<file path="src/sv/plst_pkg.sv">
// ----------------------------------------------------------------------------
// plst_pkg
// shared types, widths and codes of the positional list store
// ----------------------------------------------------------------------------
package plst_pkg;

    localparam int CAPACITY = 64;
    localparam int DATA_W   = 32;
    localparam int OP_W     = 2;
    localparam int POS_W    = 7;
    localparam int STAT_W   = 2;
    localparam int LEN_W    = 7;
    localparam int IDX_W    = (CAPACITY > 1) ? $clog2(CAPACITY) : 1;
    localparam int CNT_W    = $clog2(CAPACITY + 1);
    localparam int CMP_W    = (POS_W > CNT_W) ? POS_W : CNT_W;

    localparam logic [OP_W-1:0] OP_INSERT = 2'd0;
    localparam logic [OP_W-1:0] OP_REMOVE = 2'd1;
    localparam logic [OP_W-1:0] OP_READ   = 2'd2;
    localparam logic [OP_W-1:0] OP_WRITE  = 2'd3;

    localparam logic [STAT_W-1:0] ST_DONE  = 2'd0;
    localparam logic [STAT_W-1:0] ST_RANGE = 2'd1;
    localparam logic [STAT_W-1:0] ST_FULL  = 2'd2;

    typedef logic [DATA_W-1:0] t_word;

    typedef struct packed {
        logic             shift_up;
        logic             shift_down;
        logic             wr;
        logic [CMP_W-1:0] pos;
        t_word            val;
        logic [IDX_W-1:0] last;
    } t_cell_cmd;

    typedef struct packed {
        t_word head;
        t_word rd;
        t_word tail;
    } t_cell_sum;

endpackage

</file>
<file path="src/sv/plst_cell.sv">
// ----------------------------------------------------------------------------
// plst_cell
// one list entry: shifts with its neighbours, takes writes, offers read taps
// ----------------------------------------------------------------------------
module plst_cell
    import plst_pkg::*;
(
    input  logic             i_clk,
    input  t_cell_cmd        i_cmd,
    input  logic [IDX_W-1:0] i_index,
    input  t_word            i_lo,
    input  t_word            i_hi,
    output t_word            o_data,
    output t_word            o_rd,
    output t_word            o_tail
);

    t_word            r_data;
    t_word            n_data;
    logic [CMP_W-1:0] w_idx;
    logic             w_match;
    logic             w_above;

    assign w_idx   = CMP_W'(i_index);
    assign w_match = (w_idx == i_cmd.pos);
    assign w_above = (w_idx > i_cmd.pos);

    always_comb begin
        n_data = r_data;
        if (i_cmd.shift_up) begin
            if (w_above) begin
                n_data = i_lo;
            end else if (w_match) begin
                n_data = i_cmd.val;
            end
        end else if (i_cmd.shift_down) begin
            if (w_above || w_match) begin
                n_data = i_hi;
            end
        end else if (i_cmd.wr && w_match) begin
            n_data = i_cmd.val;
        end
    end

    always_ff @(posedge i_clk) begin
        r_data <= n_data;
    end

    assign o_data = r_data;
    assign o_rd   = w_match ? r_data : '0;
    assign o_tail = (i_index == i_cmd.last) ? r_data : '0;

endmodule

</file>
<file path="config.mk">
export PLATFORM = sky130hd
export DESIGN_NAME = plst_cell
export DESIGN_NICKNAME = d
export VERILOG_FILES = /design/src/sv/plst_pkg.sv /design/src/sv/plst_cell.sv
export SDC_FILE = /design/constraint.sdc
export NUM_CORES = 1
export LEC_CHECK = 0
export ABC_AREA = 0
export BUFFER_PORTS_ARGS = -buffer_cell sky130_fd_sc_hd__buf_2
export CELL_PAD_IN_SITES_DETAIL_PLACEMENT = 0
export CELL_PAD_IN_SITES_GLOBAL_PLACEMENT = 1
export CORE_ASPECT_RATIO = 0.5
export CORE_UTILIZATION = 29
export CTS_BUF_LIST = sky130_fd_sc_hd__clkbuf_16
export DETAILED_ROUTE_END_ITERATION = 10
export PLACE_DENSITY = 0.95
export SETUP_SLACK_MARGIN = 0.2
export SYNTH_ARGS = -nofsm -noshare
export SYNTH_HDL_FRONTEND = slang
export SYNTH_SLANG_ARGS = --single-unit
</file>
<file path="constraint.sdc">
create_clock -name i_clk -period 4.81 [get_ports i_clk]
set_input_delay 0.7215 -clock i_clk [delete_from_list [all_inputs] [get_ports i_clk]]
set_output_delay 0.7215 -clock i_clk [all_outputs]
set_load 0.1 [all_outputs]
</file>
==> results.sh <==
export IMPL_final_core_util_pct=46.8
export IMPL_die_h_microns=68.7
export IMPL_largest_reg_flops=32
export IMPL_cts_tree="done"
export IMPL_io_buffers=214
export IMPL_max_freq_ghz=0.286
export IMPL_die_x_microns=135
export IMPL_cts_setup_buffers=0
export IMPL_grt_pass1_vias=2536
export IMPL_yosys_top_cells_area="edfxtp_1, o221a_1, mux2i_1, and3_1, and2_1"
export IMPL_nets=584
export IMPL_via_per_inst=4.72
export IMPL_finalSetupViolations=0
export IMPL_maxCapViolations=0
export IMPL_cts_hold_fix_buffers=0
export IMPL_yosys_area_share_simple_pct=23.6
export IMPL_leakagePower_uw=0.00215
export IMPL_area_growth_syn_to_layout_pct=50.8
export IMPL_start_kind="primary input"
export IMPL_fillCellCount=820
export IMPL_root_buffer="clkbuf_16"
export IMPL_core_area_sq_um=8320
export IMPL_yosysWarnings=0
export IMPL_slew_headroom_pct=20.9
export IMPL_crit_required_ns=4.09
export IMPL_hold_end="o_data[2]"
export IMPL_irDropWorstVdd_mv=0.198
export IMPL_hold_viol=0
export IMPL_routabilityCongestion=0.826
export IMPL_hpwl_microns=7130
export IMPL_ys_types=33
export IMPL_clockBufferDepth=2
export IMPL_place_area_sq_um=3730
export IMPL_whs_ns=0.803
export IMPL_wire_per_inst_microns=16.1
export IMPL_cts_buffers=5
export IMPL_worstPathMaxFanout=35
export IMPL_drtIter0Drc=256
export IMPL_grt_antenna_before_repair=0
export IMPL_grt_pass1_wl_microns=13300
export IMPL_start_util_pct=31.0
export IMPL_synthMuxAreaShare_pct=12.4
export IMPL_dieArea_sq_um=9300
export IMPL_hold_path_class="primary input to flop"
export IMPL_powerDensity_nw_per_um2=304
export IMPL_synthesis_instances=257
export IMPL_yosysSeqAreaShare_pct=37.2
export IMPL_overflow=0
export IMPL_synth_top_area_share_pct=37.2
export IMPL_fin_tns_setup_ns=0
export IMPL_endpoint_kind="output pin"
export IMPL_grt_max_degree=36
export IMPL_synth_area_leader_cell="edfxtp_1"
export IMPL_clk_pin_slew_worst_paths_ns=0.06
export IMPL_track_usage_pct=18.7
export IMPL_synth_compound_area_share_pct=16.0
export IMPL_synthAdderAreaFrac_pct=2.91
export IMPL_rows=23
export IMPL_arrival_ns=2.77
export IMPL_wl_microns=9200
export IMPL_drc=0
export IMPL_worstSetupPathType="primary input to output pin"
export IMPL_via_count=2698
export IMPL_num_antenna_cells=0
export IMPL_period_share_pct=72.7
export IMPL_hold_depth=2
export IMPL_synth_xor_area_share_pct=2.04
export IMPL_drt_pass1_iter_count=4
export IMPL_hp_start="i_lo[2]"
export IMPL_drive_gt1_share_pct=50.2
export IMPL_synth_top_family_by_area="simple AND/OR/NAND/NOR gates"
export IMPL_slew_violations=0
export IMPL_period_minus_slack_ns=3.50
export IMPL_worst_pin_slew_ns=1.18
export IMPL_htreeDepth=2
export IMPL_cts_repair_resized=0
export IMPL_synth_area_per_cell_sq_um=10.0
export IMPL_outcome="complete, no violations"
export IMPL_final_cell_area_sq_um=3890
export IMPL_synth_net_count=382
export IMPL_rsz0062_at_grt="false"
export IMPL_antenna_left=0
export IMPL_clock_sinks=32
export IMPL_synth_seq_cells=32
export IMPL_ios=215
export IMPL_synth_area_sq_um=2580
==> layout by cell type, fill, tap and decap left out, types with 2 or more instances in the layout <==
cell       netlist  final
buf_2            7    214
nand2_1         33     33
and3_1          33     33
mux2i_1         32     32
and2_1          32     32
edfxtp_1        32     32
o221a_1         30     30
inv_1            7      8
ha_1             6      6
clkbuf_16        0      5
buf_4            1      5
xnor2_1          4      4
a21oi_1          2      2
a22oi_1          2      2
xor2_1           2      2
==> metrics by stage <==
| step | worst slack [ns] | cells | total power (uW) |
|---|---|---|---|
| global route | 1.18 | 572 | 1230 |
| CTS | 1.34 | 572 | 1190 |
| detailed placement | 1.29 | 564 | 838 |
| finish | 1.31 | 572 | 1180 |
| floorplan | 1.40 | 257 | 722 |
| global placement | 1.36 | 564 | 832 |
==> worst max-delay path by stage <==
stage | start | to | slack (ns) | depth (start not counted)
after global routing | i_index[4] | o_rd[14] | 1.18 | 5
after floorplan | i_cmd[40] | o_data[0] | 1.40 | 6
after global placement | i_index[4] | o_data[24] | 1.36 | 7
after detailed placement | i_index[4] | o_data[30] | 1.29 | 7
final | i_index[4] | o_rd[14] | 1.31 | 5
after CTS | i_index[4] | o_rd[14] | 1.34 | 5
==> cell usage after synthesis (all sizes together) <==
cell and n:
a211oi 1, a21oi 2, a221o 1, a22oi 2
and2 32, and3 33, and4b 1, buf 11
clkbuf 13, edfxtp 32, ha 6, inv 7
mux2i 32, nand2 34, nand2b 1, nand3b 1
nand4 1, nand4b 1, nor2 1, nor2b 1
nor3 2, o211ai 1, o21ai 1, o221a 31
o2bb2ai 1, or2 1, or3 1, xnor2 4
xor2 2
==> where the power goes <==
part	leakage (uW)	internal, uW	switching, uW	total [uW]
Combinational	0.00176	113	346	460
Sequential	0.000303	349	22.2	371
Clock	0.0000850	241	113	354
==> logic make-up after synthesis <==
logic type | after synthesis
simple gates | 110
fa+ha+maj | 6
compound gates | 40
mux | 32
xor+xnor | 6
buf+inv | 31
flops | 32
==> area by class of cell <==
class                      instances  area, sq um  share of cell area [%]
tap                              112          140                    3.60
sequential                        32          961                    24.7
inverter                           7         26.3                   0.675
timing repair buffer             219         1110                    28.5
multi-input combinational        194         1490                    38.3
clock inverter                     3         38.8                   0.996
clock buffer                       5          125                    3.21
==> metal layers <==
| layer | GRT usage (%) | wire length, microns |
|---|---|---|
| met5 | 0 | 0 |
| met1 | 24.6 | 4090 |
| met3 | 3.80 | 358 |
| met4 | 3.65 | 36 |
| met2 | 32.2 | 4710 |
==> worst max-delay path, cell delays in order <==
cell     delay, ns
buf_2         0.12
ha_1          0.30
and4b_1       0.87
and3_1        0.31
buf_2         0.44
No activity file was read; power rests on OpenSTA's default activity.
