==> src/sv/plst_pkg.sv <==
// ----------------------------------------------------------------------------
// plst_pkg
// shared types, widths and codes of the positional list store
// ----------------------------------------------------------------------------
package plst_pkg;

    localparam int CAPACITY = 64;
    localparam int DATA_W   = 32;
    localparam int OP_W     = 2;
    localparam int POS_W    = 7;
    localparam int STAT_W   = 2;
    localparam int LEN_W    = 7;
    localparam int IDX_W    = (CAPACITY > 1) ? $clog2(CAPACITY) : 1;
    localparam int CNT_W    = $clog2(CAPACITY + 1);
    localparam int CMP_W    = (POS_W > CNT_W) ? POS_W : CNT_W;

    localparam logic [OP_W-1:0] OP_INSERT = 2'd0;
    localparam logic [OP_W-1:0] OP_REMOVE = 2'd1;
    localparam logic [OP_W-1:0] OP_READ   = 2'd2;
    localparam logic [OP_W-1:0] OP_WRITE  = 2'd3;

    localparam logic [STAT_W-1:0] ST_DONE  = 2'd0;
    localparam logic [STAT_W-1:0] ST_RANGE = 2'd1;
    localparam logic [STAT_W-1:0] ST_FULL  = 2'd2;

    typedef logic [DATA_W-1:0] t_word;

    typedef struct packed {
        logic             shift_up;
        logic             shift_down;
        logic             wr;
        logic [CMP_W-1:0] pos;
        t_word            val;
        logic [IDX_W-1:0] last;
    } t_cell_cmd;

    typedef struct packed {
        t_word head;
        t_word rd;
        t_word tail;
    } t_cell_sum;

endpackage

==> src/sv/plst_if.sv <==
// ----------------------------------------------------------------------------
// plst_if
// valid/ready channels carrying request and result words
// ----------------------------------------------------------------------------
interface plst_in_if;
    import plst_pkg::*;

    logic              valid;
    logic              ready;
    logic [OP_W-1:0]   operation;
    logic [POS_W-1:0]  position;
    logic signed [DATA_W-1:0] write_value;

    modport source (output valid, output operation, output position,
                    output write_value, input ready);
    modport sink   (input valid, input operation, input position,
                    input write_value, output ready);
endinterface

interface plst_out_if;
    import plst_pkg::*;

    logic              valid;
    logic              ready;
    logic signed [DATA_W-1:0] read_value;
    logic [STAT_W-1:0] status;
    logic [LEN_W-1:0]  length;
    logic              is_empty;
    logic signed [DATA_W-1:0] first_value;
    logic signed [DATA_W-1:0] last_value;

    modport source (output valid, output read_value, output status, output length,
                    output is_empty, output first_value, output last_value,
                    input ready);
    modport sink   (input valid, input read_value, input status, input length,
                    input is_empty, input first_value, input last_value,
                    output ready);
endinterface

==> src/sv/plst_ctrl.sv <==
// ----------------------------------------------------------------------------
// plst_ctrl
// request decode, entry count and result word sequencing
// ----------------------------------------------------------------------------
module plst_ctrl
    import plst_pkg::*;
(
    input  logic           i_clk,
    input  logic           i_rst_n,
    plst_in_if.sink        i_in,
    plst_out_if.source     o_out,
    input  t_cell_sum      i_sum,
    output t_cell_cmd      o_cmd
);

    localparam logic [1:0] PH_IDLE = 2'd0;
    localparam logic [1:0] PH_EXEC = 2'd1;
    localparam logic [1:0] PH_REP  = 2'd2;

    logic [1:0]        r_phase;
    logic              r_out_v;
    logic [OP_W-1:0]   r_op;
    logic [CMP_W-1:0]  r_pos;
    t_word             r_val;
    logic [CNT_W-1:0]  r_count;
    logic [STAT_W-1:0] r_status;
    t_word             r_rd;

    logic [STAT_W-1:0] r_o_status;
    logic [LEN_W-1:0]  r_o_len;
    logic              r_o_empty;
    t_word             r_o_rd;
    t_word             r_o_first;
    t_word             r_o_last;

    logic              w_accept;
    logic              w_exec;
    logic              w_ok;
    logic [STAT_W-1:0] w_status;
    logic [CMP_W-1:0]  w_n;
    logic              w_out_free;

    assign i_in.ready = (r_phase == PH_IDLE);
    assign w_accept   = i_in.valid && i_in.ready;
    assign w_exec     = (r_phase == PH_EXEC);
    assign w_n        = CMP_W'(r_count);
    assign w_out_free = !r_out_v || o_out.ready;

    always_comb begin
        w_status = ST_DONE;
        if (r_op == OP_INSERT) begin
            if (r_pos > w_n) begin
                w_status = ST_RANGE;
            end else if (r_count >= CNT_W'(CAPACITY)) begin
                w_status = ST_FULL;
            end
        end else if (r_pos >= w_n) begin
            w_status = ST_RANGE;
        end
    end

    assign w_ok = (w_status == ST_DONE);

    always_comb begin
        o_cmd.shift_up   = w_exec && w_ok && (r_op == OP_INSERT);
        o_cmd.shift_down = w_exec && w_ok && (r_op == OP_REMOVE);
        o_cmd.wr         = w_exec && w_ok && (r_op == OP_WRITE);
        o_cmd.pos        = r_pos;
        o_cmd.val        = r_val;
        o_cmd.last       = IDX_W'(r_count - 1'b1);
    end

    always_ff @(posedge i_clk) begin
        if (!i_rst_n) begin
            r_phase <= PH_IDLE;
            r_out_v <= 1'b0;
            r_count <= '0;
        end else begin
            case (r_phase)
                PH_IDLE: begin
                    if (w_accept) begin
                        r_phase <= PH_EXEC;
                    end
                end
                PH_EXEC: begin
                    if (w_ok && (r_op == OP_INSERT)) begin
                        r_count <= r_count + 1'b1;
                    end else if (w_ok && (r_op == OP_REMOVE)) begin
                        r_count <= r_count - 1'b1;
                    end
                    r_phase <= PH_REP;
                end
                PH_REP: begin
                    if (w_out_free) begin
                        r_phase <= PH_IDLE;
                    end
                end
                default: begin
                    r_phase <= PH_IDLE;
                end
            endcase
            if ((r_phase == PH_REP) && w_out_free) begin
                r_out_v <= 1'b1;
            end else if (o_out.ready) begin
                r_out_v <= 1'b0;
            end
        end
    end

    always_ff @(posedge i_clk) begin
        if (w_accept) begin
            r_op  <= i_in.operation;
            r_pos <= CMP_W'(i_in.position);
            r_val <= i_in.write_value;
        end
        if (w_exec) begin
            r_status <= w_status;
            r_rd     <= (w_ok && (r_op == OP_READ)) ? i_sum.rd : '0;
        end
        if ((r_phase == PH_REP) && w_out_free) begin
            r_o_status <= r_status;
            r_o_len    <= LEN_W'(r_count);
            r_o_empty  <= (r_count == '0);
            r_o_rd     <= r_rd;
            r_o_first  <= (r_count != '0) ? i_sum.head : '0;
            r_o_last   <= (r_count != '0) ? i_sum.tail : '0;
        end
    end

    assign o_out.valid       = r_out_v;
    assign o_out.read_value  = r_o_rd;
    assign o_out.status      = r_o_status;
    assign o_out.length      = r_o_len;
    assign o_out.is_empty    = r_o_empty;
    assign o_out.first_value = r_o_first;
    assign o_out.last_value  = r_o_last;

endmodule

==> src/flat_wrapper.sv <==
// flat-port wrapper written by rule: the top's interface ports become plain ports
module plst_ctrl_flat import plst_pkg::*;
  (i_clk, i_rst_n, i_sum, o_cmd, i_in_valid, i_in_operation, i_in_position, i_in_write_value, i_in_ready, o_out_valid, o_out_read_value, o_out_status, o_out_length, o_out_is_empty, o_out_first_value, o_out_last_value, o_out_ready);
  plst_in_if i_in_i ();
  plst_out_if o_out_i ();
  input  logic i_clk;
  input  logic i_rst_n;
  input  t_cell_sum i_sum;
  output t_cell_cmd o_cmd;
  input wire logic [$bits(i_in_i.valid)-1:0] i_in_valid;
  input wire logic [$bits(i_in_i.operation)-1:0] i_in_operation;
  input wire logic [$bits(i_in_i.position)-1:0] i_in_position;
  input wire logic [$bits(i_in_i.write_value)-1:0] i_in_write_value;
  output wire logic [$bits(i_in_i.ready)-1:0] i_in_ready;
  output wire logic [$bits(o_out_i.valid)-1:0] o_out_valid;
  output wire logic [$bits(o_out_i.read_value)-1:0] o_out_read_value;
  output wire logic [$bits(o_out_i.status)-1:0] o_out_status;
  output wire logic [$bits(o_out_i.length)-1:0] o_out_length;
  output wire logic [$bits(o_out_i.is_empty)-1:0] o_out_is_empty;
  output wire logic [$bits(o_out_i.first_value)-1:0] o_out_first_value;
  output wire logic [$bits(o_out_i.last_value)-1:0] o_out_last_value;
  input wire logic [$bits(o_out_i.ready)-1:0] o_out_ready;
  assign i_in_i.valid = i_in_valid;
  assign i_in_i.operation = i_in_operation;
  assign i_in_i.position = i_in_position;
  assign i_in_i.write_value = i_in_write_value;
  assign i_in_ready = i_in_i.ready;
  assign o_out_valid = o_out_i.valid;
  assign o_out_read_value = o_out_i.read_value;
  assign o_out_status = o_out_i.status;
  assign o_out_length = o_out_i.length;
  assign o_out_is_empty = o_out_i.is_empty;
  assign o_out_first_value = o_out_i.first_value;
  assign o_out_last_value = o_out_i.last_value;
  assign o_out_i.ready = o_out_ready;
  plst_ctrl u_core (.i_clk(i_clk), .i_rst_n(i_rst_n), .i_in(i_in_i), .o_out(o_out_i), .i_sum(i_sum), .o_cmd(o_cmd));
endmodule
==> config.mk <==
export PLATFORM = sky130hd
export DESIGN_NAME = plst_ctrl_flat
export DESIGN_NICKNAME = d
export VERILOG_FILES = /design/src/sv/plst_pkg.sv /design/src/sv/plst_if.sv /design/src/sv/plst_ctrl.sv /design/src/flat_wrapper.sv
export SDC_FILE = /design/constraint.sdc
export NUM_CORES = 1
export LEC_CHECK = 0
export ABC_CLOCK_PERIOD_IN_PS = 8200
export BUFFER_PORTS_ARGS = -buffer_cell sky130_fd_sc_hd__buf_2
export CORE_MARGIN = 2
export CORE_UTILIZATION = 48
export CTS_CLUSTER_DIAMETER = 40
export DETAILED_ROUTE_END_ITERATION = 16
export PLACE_DENSITY_LB_ADDON = 0.2
export SLEW_MARGIN = 20
export SYNTH_ARGS = -nofsm -noshare
export SYNTH_HDL_FRONTEND = slang
export SYNTH_SLANG_ARGS = --single-unit
==> constraint.sdc <==
create_clock -name i_clk -period 8.2 [get_ports i_clk]
set_input_delay 0.41 -clock i_clk [delete_from_list [all_inputs] [get_ports i_clk]]
set_output_delay 0.41 -clock i_clk [all_outputs]
set_load 0.1 [all_outputs]
==> out/qor.csv, run 1 <==
metric;value;unit
Final Skew;6.46;ps
share of cells above drive strength 1;0.461;
row cnt;44;
Post-Syn Nets;571;
largest net degree at the start of global routing;66;
DRT iter0 DRCs;328;
Synth Flop Type;edfxtp_1;
Fin. Hold Viols;0;
minimum clock period after layout;3250;ps
CTS buffer count;17;
Pwr Density;242;nW/um2
Mapped Area;7110;um2
Port-buffer cells;296;
RSZ-0062 raised after global routing;false;
Die Height;126;um
crit end category;primary output;
post-route ant nets;0;
Yosys cell types;45;
share of flip-flops with an asynchronous set or reset;0;
grt ovf;0;
final wirelength;15500;um
top-area cell type share of the netlist area;0.765;
routed len/inst;16.7;um
Initial Util;0.491;
Synth area leader;edfxtp_1;
GRT Total Usage;0.197;
CP arrival;2840;ps
Tcrit/Tclk final;0.396;
status;completed;
Placer Congestion;0.853;
WS Path Type;reg2out;
synth-to-layout area growth;31.5;%
leakage dissipation;3.80;nW
initial antenna violation count;2;
CTS Sinks;191;
CTS resizes;0;
Post-CTS Hold Fix Bufs;0;
Seq/Total Area, Yosys;0.793;
commonest cells in the netlist;edfxtp_1, nor2b_1, and2_1, nor2_1, inv_1;
max-slew violation total from the final report;0;
synthesis-stage register bit count;191;
Worst-path clk slew;60;ps
die width;126;um
CTS H-tree depth;4;
Hold/Removal Path Class;in2reg;
first-pass GRT wire length;23500;um
EDFF count, synth;181;
CP Max Fanout;10;
nets;877;
Setup TNS;0;ps
Rel. slew slack;0.377;
Ports;297;
die area;15800;um2
core region area;14500;um2
Critical Path Source Type;flip-flop;
Via Count;4535;
syn_area_per_cell;16.9;um2
DRC violations left;0;
CTS max path bufs;2;
Final Setup Violations;0;
clock tree from TritonCTS;yes;
vias in the first global route;4571;
Synth area leaders;edfxtp_1, nor2b_1, and2_1;
clk root buf;clkbuf_16;
maxcap violations;0;
HPWL after DPL;11300;um
Peak Freq;308;MHz
Clock Latency Late Sink;420;ps
Critical Path RT;7790;ps
top-count cell post-synth;edfxtp_1;
drt first pass iters;4;
synth warn;0;
Fin Hold WS;157;ps
Mapped Cells;421;
maximum VDD drop;162;uV
Tightest Pin Transition;933;ps
Post-CTS Setup Bufs;0;
Vias/cell;4.90;
## worst max-delay path: stages, from the launching register on
cell	delay, ps
dfxtp_1	460
inv_1	120
ha_1	340
a21oi_1	240
o21ai_0	200
o21ai_4	380
and4_1	240
buf_2	430
## cell usage in the layout (no fill, tap or decap), types with 4 or more instances in the layout
cell,count
buf_2,296
buf_4,4
inv_1,11
nand2_1,8
nor4_1,4
ha_1,9
nor2b_1,64
dfxtp_1,10
xnor2_1,4
o21ai_0,4
and2_1,33
clkbuf_16,17
or3_1,4
nor2_1,15
a21oi_1,8
nand3_1,9
clkinv_2,5
edfxtp_1,181
nand4_1,4
## power by group
part           internal (mW)  switching [mW]
combinational         0.0722           0.302
sequential              1.11          0.0118
clock                  0.417           0.346
## per-layer routing
metal  vias up  routed length, um  share of wire  global-route usage
met5         -                  0              0                   0
met4         0                461          0.030              0.0928
met3        32               1370          0.088              0.0735
met2       221               7910           0.51               0.337
met1      2125               5770           0.37               0.217
li1       2157                  -              -                   -
## stage by stage
stage / setup WS, ps / std cells / instance area (um2) / utilization / total power [mW]
after global routing: 4780 / 926 / 9340 / 0.645 / 2.34
after CTS: 4960 / 924 / 9340 / 0.645 / 2.28
after global placement: 5290 / 892 / 8790 / 0.607 / 1.52
after detailed placement: 5140 / 892 / 8790 / 0.607 / 1.52
after floorplan: 2040 / 421 / 7110 / - / 1.44
final: 4950 / 926 / 9340 / 0.645 / 2.26
## cell type report
class | instances | area (um2)
flip-flops and latches | 191 | 5640
repair buffers | 300 | 1510
clock buffers | 18 | 429
diodes | 2 | 5.00
inverters | 12 | 50.0
fillers | 1077 | 5140
clock inverters | 14 | 118
multi-input cells | 205 | 1360
well taps | 184 | 230
## kinds of logic (layout without fill, tap and decap cells)
kind of cell	count (synthesis)	count (layout)	synth area share
AO/OA/AOI/OAI	24	24	0.0229
XOR/XNOR	5	5	0.00616
buffers and inverters	25	344	0.0173
flip-flops	191	191	0.793
adder cells (fa/ha/maj)	9	9	0.0158
multiplexers	5	5	0.00740
AND/OR/NAND/NOR	162	162	0.137
other	0	2	0
## state kept, by name, indices dropped and copies added (netlist names)
signal,count
u_core.o_out.last_value,32
u_core.o_out.read_value,32
u_core.o_out.is_empty,1
u_core.r_op,2
u_core.r_val,32
u_core.o_out.length,7
u_core.o_out.status,2
u_core.r_rd,32
u_core.r_count,7
u_core.o_out.first_value,32
u_core.o_out.valid,1
u_core.r_pos,7
u_core.r_phase,2
u_core.r_status,2
## worst paths after layout
| path | start | slack (ps) | end | cells after the start |
|---|---|---|---|---|
| max | u_core.r_count[6] | 4950 | o_cmd[45] | 7 |
| min | i_in_write_value[16] | 160 | u_core.r_val[16] | 1 |
| max reg2reg | u_core.r_count[6] | 5180 | u_core.r_rd[22] | 8 |
| min reg2reg | u_core.r_rd[19] | 420 | u_core.o_out.read_value[19] | 0 |
(Power assumes the default switching activity.)
==> run 2: changes to the inputs <==
--- a/config.mk
+++ b/config.mk
@@ -5,7 +5,8 @@
 export SDC_FILE = /design/constraint.sdc
 export NUM_CORES = 1
 export LEC_CHECK = 0
-export ABC_CLOCK_PERIOD_IN_PS = 8200
+export ABC_AREA = 1
+export ABC_CLOCK_PERIOD_IN_PS = 3350
 export BUFFER_PORTS_ARGS = -buffer_cell sky130_fd_sc_hd__buf_2
 export CORE_MARGIN = 2
 export CORE_UTILIZATION = 48
==> constraint.sdc (replaced) <==
create_clock -name i_clk -period 3.35 [get_ports i_clk]
set_input_delay 0.1675 -clock i_clk [delete_from_list [all_inputs] [get_ports i_clk]]
set_output_delay 0.1675 -clock i_clk [all_outputs]
set_load 0.1 [all_outputs]
==> out/qor.csv, run 2 <==
metric;value;unit
Worst path slowest cell;buf_2;
synth-to-layout area growth;37.7;%
Peak Freq;342;MHz
die area;16200;um2
Yosys cell types;27;
final wirelength;16200;um
CTS buffer count;17;
Mapped Area;7310;um2
top-area cell type share of the netlist area;0.744;
CP arrival;2760;ps
Clock Latency Late Sink;420;ps
grt met1 use;0.220;
minimum clock period after layout;2930;ps
Max stage delay on crit path;450;ps
core region area;15000;um2
Via Count;4950;
drt first pass iters;4;
Ports;297;
Synth area leader;edfxtp_1;
post-route ant nets;0;
met3 usage;0.0812;
Tcrit/Tclk final;0.874;
Synth area leaders;edfxtp_1, inv_1, nor2_1;
DRC violations left;0;
Final Setup Violations;0;
hold wc startpoint;i_sum[82];
critical path cell sequence;clkinv_1 -> ha_1 -> nand2_1 -> nor2_4 -> nand3_4 -> nand2_4 -> nand3_2 -> nor2_2 -> buf_2;
row cnt;45;
Post-Syn Nets;691;
CP Max Fanout;15;
placed instance count;1016;
HPWL after DPL;10900;um
top-count cell post-synth;edfxtp_1;
commonest non-fill, non-tap cells in the layout;buf_2, edfxtp_1, inv_1, nor2_1, nand2_1;
commonest non-fill, non-tap cell in the layout;buf_2;
crit path from;u_core.r_count[4];
share of flip-flops with an asynchronous set or reset;0;
EDFF count, synth;181;
Setup TNS;0;ps
Pwr Density;586;nW/um2
Rel. slew slack;0.292;
Die Height;127;um
synth warn;0;
RSZ-0062 raised after global routing;false;
Worst-path clk slew;70;ps
Hold/Removal Path Class;in2reg;
DRT iter0 DRCs;276;
clk root buf;clkbuf_16;
Final Core Density;0.669;
CTS resizes;0;
clock tree from TritonCTS;yes;
GR peak layer;met2;
final worst slack;424;ps
Vias/cell;4.55;
Post-CTS Setup Bufs;0;
DP Worst Slack;869;ps
CTS max path bufs;2;
share of cells above drive strength 1;0.424;
syn_area_per_cell;13.5;um2
commonest cells in the netlist;edfxtp_1, inv_1, nor2_1, nand2_1, nor2_2;
largest net degree at the start of global routing;66;
worst reg2reg setup slack;850;ps
M2 GR Usage;0.332;
CTS H-tree depth;4;
routed len/inst;14.9;um
Mapped Cells;541;
grt ovf;0;
CTS Sinks;191;
Critical Path RT;3180;ps
crit end category;primary output;
vias in the first global route;4857;
# diodes;0;
first-pass GRT wire length;24100;um
Critical Path Source Type;flip-flop;
status;completed;
Port-buffer cells;296;
max-slew violation total from the final report;0;
initial antenna violation count;0;
Tightest Pin Transition;1060;ps
nets;1038;
Post-CTS Hold Fix Bufs;41;
Synth Flop Type;edfxtp_1;
Final Skew;10.4;ps
WS Path Type;reg2out;
leakage dissipation;4.60;nW
synthesis-stage register bit count;191;
Fin. Hold Viols;0;
die width;127;um
Initial Util;0.486;
Placer Congestion;0.841;
reg-to-reg startpoint;u_core.r_count[4];
Seq/Total Area, Yosys;0.771;
maximum VDD drop;368;uV
Post-Layout Cell Count;1089;
maxcap violations;0;
GRT Total Usage;0.196;
run 2: final timing paths:
path,depth (start not counted),to
worst max-delay path,9,o_cmd[46]
worst min-delay path,3,u_core.o_out.first_value[18]
worst max register to register,10,u_core.r_rd[6]
worst min register to register,0,u_core.o_out.read_value[20]
run 2: power by group:
group,switching (mW),internal [mW],total (mW)
logic,0.758,0.197,0.955
registers,0.0313,2.73,2.76
clock network,0.850,1.33,2.18
total,1.64,4.25,5.89
run 2: routing by layer:
metal,up-vias,part of all wire
met5,-,0
met4,0,0.022
met3,27,0.093
met2,225,0.50
met1,2269,0.38
li1,2429,-
run 2: logic make-up after synthesis:
kind of cell    count (synthesis)  share of synthesized area
simple gates                  196                      0.126
flops                         191                      0.771
buf+inv                       133                     0.0750
fa+ha+maj                       9                     0.0154
xor+xnor                        7                    0.00839
compound gates                  5                    0.00428
run 2: final cells by class:
type / instances / area [um2]
Inverter: 120 / 450
Tap cell: 188 / 235
Fill cell: 1107 / 4970
Timing Repair Buffer: 341 / 1950
Clock inverter: 13 / 205
Multi-Input combinational cell: 217 / 1150
Clock buffer: 19 / 433
Sequential cell: 191 / 5640
run 2: stage by stage:
| stage | area (um2) | power (mW) | hold WS [ps] |
|---|---|---|---|
| after floorplan | 7330 | 3.53 | 266 |
| after global placement | 9010 | 3.72 | 345 |
| after detailed placement | 9010 | 3.73 | 346 |
| after CTS | 10100 | 5.94 | 12.6 |
| after global routing | 10100 | 6.09 | 21.8 |
| final | 10100 | 5.89 | 36.6 |
run 2: worst max-delay path, delay by kind of cell, from the launching register on:
family        cells  cell delay, ps
simple gates      6             890
flops             1             400
fa+ha+maj         1             370
buf+inv           2             680
==> run 3: changes to the inputs <==
--- a/config.mk
+++ b/config.mk
@@ -9,7 +9,7 @@
 export ABC_CLOCK_PERIOD_IN_PS = 3350
 export BUFFER_PORTS_ARGS = -buffer_cell sky130_fd_sc_hd__buf_2
 export CORE_MARGIN = 2
-export CORE_UTILIZATION = 48
+export CORE_UTILIZATION = 40
 export CTS_CLUSTER_DIAMETER = 40
 export DETAILED_ROUTE_END_ITERATION = 16
 export PLACE_DENSITY_LB_ADDON = 0.2
==> out/qor.csv, run 3 (synthesis results as in run 2) <==
metric;value;unit
first-pass GRT wire length;26200;um
die width;139;um
post-route ant nets;0;
Tcrit/Tclk final;0.862;
clock tree from TritonCTS;yes;
Clock Latency Late Sink;430;ps
WS Path Type;reg2out;
initial antenna violation count;1;
die area;19400;um2
minimum clock period after layout;2890;ps
Hold/Removal Path Class;in2reg;
CTS max path bufs;2;
Initial Util;0.407;
CP Max Fanout;15;
max-slew violation total from the final report;0;
share of cells above drive strength 1;0.427;
Port-buffer cells;296;
Final Skew;8.23;ps
Tightest Pin Transition;624;ps
Hold Crit Depth;4;
met3 usage;0.0628;
Critical Path Source Type;flip-flop;
CP arrival;2720;ps
commonest non-fill, non-tap cell in the layout;buf_2;
r2r endpoint;u_core.r_rd[0];
Placer Congestion;0.826;
crit end category;primary output;
leakage dissipation;4.58;nW
CTS Sinks;191;
commonest non-fill, non-tap cells in the layout;buf_2, edfxtp_1, inv_1, nor2_1, nand2_1;
status;completed;
maxcap violations;0;
RSZ-0062 raised after global routing;false;
worst reg2reg setup slack;910;ps
fill count;1510;
Pwr Density;572;nW/um2
DRT iter0 DRCs;246;
hold worst-path end;u_core.r_phase[1];
drt first pass iters;4;
reg-to-reg startpoint;u_core.r_count[4];
Rel. slew slack;0.584;
routed len/inst;14.8;um
nets;1039;
Worst-path clk slew;70;ps
Setup TNS;0;ps
row cnt;49;
Critical Path RT;3180;ps
Peak Freq;346;MHz
CTS resizes;0;
Register-to-Register Path Depth;11;
Vias/cell;4.32;
HPWL after DPL;11500;um
grt met1 use;0.213;
largest net degree at the start of global routing;107;
Ports;297;
final wirelength;16800;um
dpl cell area;9060;um2
Post-Layout Cell Count;1132;
Fin Hold WS;15.1;ps
hold wc startpoint;o_out_ready;
Final Setup Violations;0;
CTS H-tree depth;4;
maximum VDD drop;384;uV
core region area;18000;um2
vias in the first global route;4875;
placed instance count;1058;
synth-to-layout area growth;37.9;%
GR peak layer;met2;
clk root buf;clkbuf_16;
M2 GR Usage;0.291;
final instance area;10100;um2
DRC violations left;0;
Fin. Hold Viols;0;
CTS buffer count;17;
Via Count;4891;
GRT Total Usage;0.175;
Die Height;139;um
grt ovf;0;
run 3: cell types whose count changed in the layout (fill, tap and decap cells not counted):
cell	previous run	this run
inv_6	4	3
inv_8	0	5
buf_4	2	4
clkbuf_1	2	0
bufinv_16	5	1
clkinv_8	0	2
clkinv_2	4	1
clkinv_4	0	2
clkinvlp_4	0	1
buf_12	2	1
diode_2	0	1
run 3: area by class of cell:
type / count / area (um2) / share of cell area
diodes: 1 / 2.50 / 0.000248
well taps: 229 / 287 / 0.0284
multi-input cells: 217 / 1150 / 0.114
clock inverters: 15 / 175 / 0.0174
inverters: 120 / 450 / 0.0447
clock buffers: 17 / 425 / 0.0422
flip-flops and latches: 191 / 5640 / 0.560
repair buffers: 342 / 1940 / 0.193
run 3: critical path: stages, from the launching register on:
cell and delay, ps:
dfxtp_1 400, clkinv_1 220, ha_1 340, nand2_1 60
nand2_1 50, a21oi_2 120, nand2_2 80, nand2_4 110
nand3_2 280, nor2_2 160, buf_2 450
run 3: through the flow:
| stage | util | power [mW] | setup WS [ps] |
|---|---|---|---|
| 6_report | 0.561 | 5.77 | 463 |
| 5_1_grt | 0.561 | 5.97 | 210 |
| 3_3_place_gp | 0.504 | 3.73 | 957 |
| 3_5_place_dp | 0.504 | 3.73 | 846 |
| 2_1_floorplan | - | 3.53 | -208 |
| 4_1_cts | 0.561 | 5.82 | 447 |
run 3: power by group:
part           total [mW]  internal (mW)  switching [mW]
Clock                2.06           1.07           0.984
Sequential           2.76           2.72          0.0313
Combinational       0.955          0.198           0.757
Total                5.77           3.99            1.77
run 3: per-layer routing:
layer | up-vias | wire length (um)
met4 | 2 | 259
met1 | 2206 | 6680
met3 | 20 | 1590
met5 | - | 11
li1 | 2432 | -
met2 | 231 | 8220
run 3: repair_timing:
action | in CTS | in global routing
hold buffers | 41 | 0
setup buffers | 0 | 0
endpoints found under the hold margin | 41 | 0
run 3: worst max path at each step:
| stage | startpoint | slack [ps] | cells past startpoint | end |
|---|---|---|---|---|
| after floorplan | u_core.o_out.valid | -210 | 3 | u_core.o_out.first_value[0] |
| after global placement | u_core.r_count[4] | 960 | 11 | u_core.r_rd[31] |
| after detailed placement | u_core.r_count[4] | 850 | 11 | u_core.r_rd[0] |
| after CTS | u_core.r_count[4] | 450 | 10 | o_cmd[46] |
| after global routing | u_core.r_count[2] | 210 | 10 | o_cmd[46] |
| final | u_core.r_count[4] | 460 | 10 | o_cmd[46] |
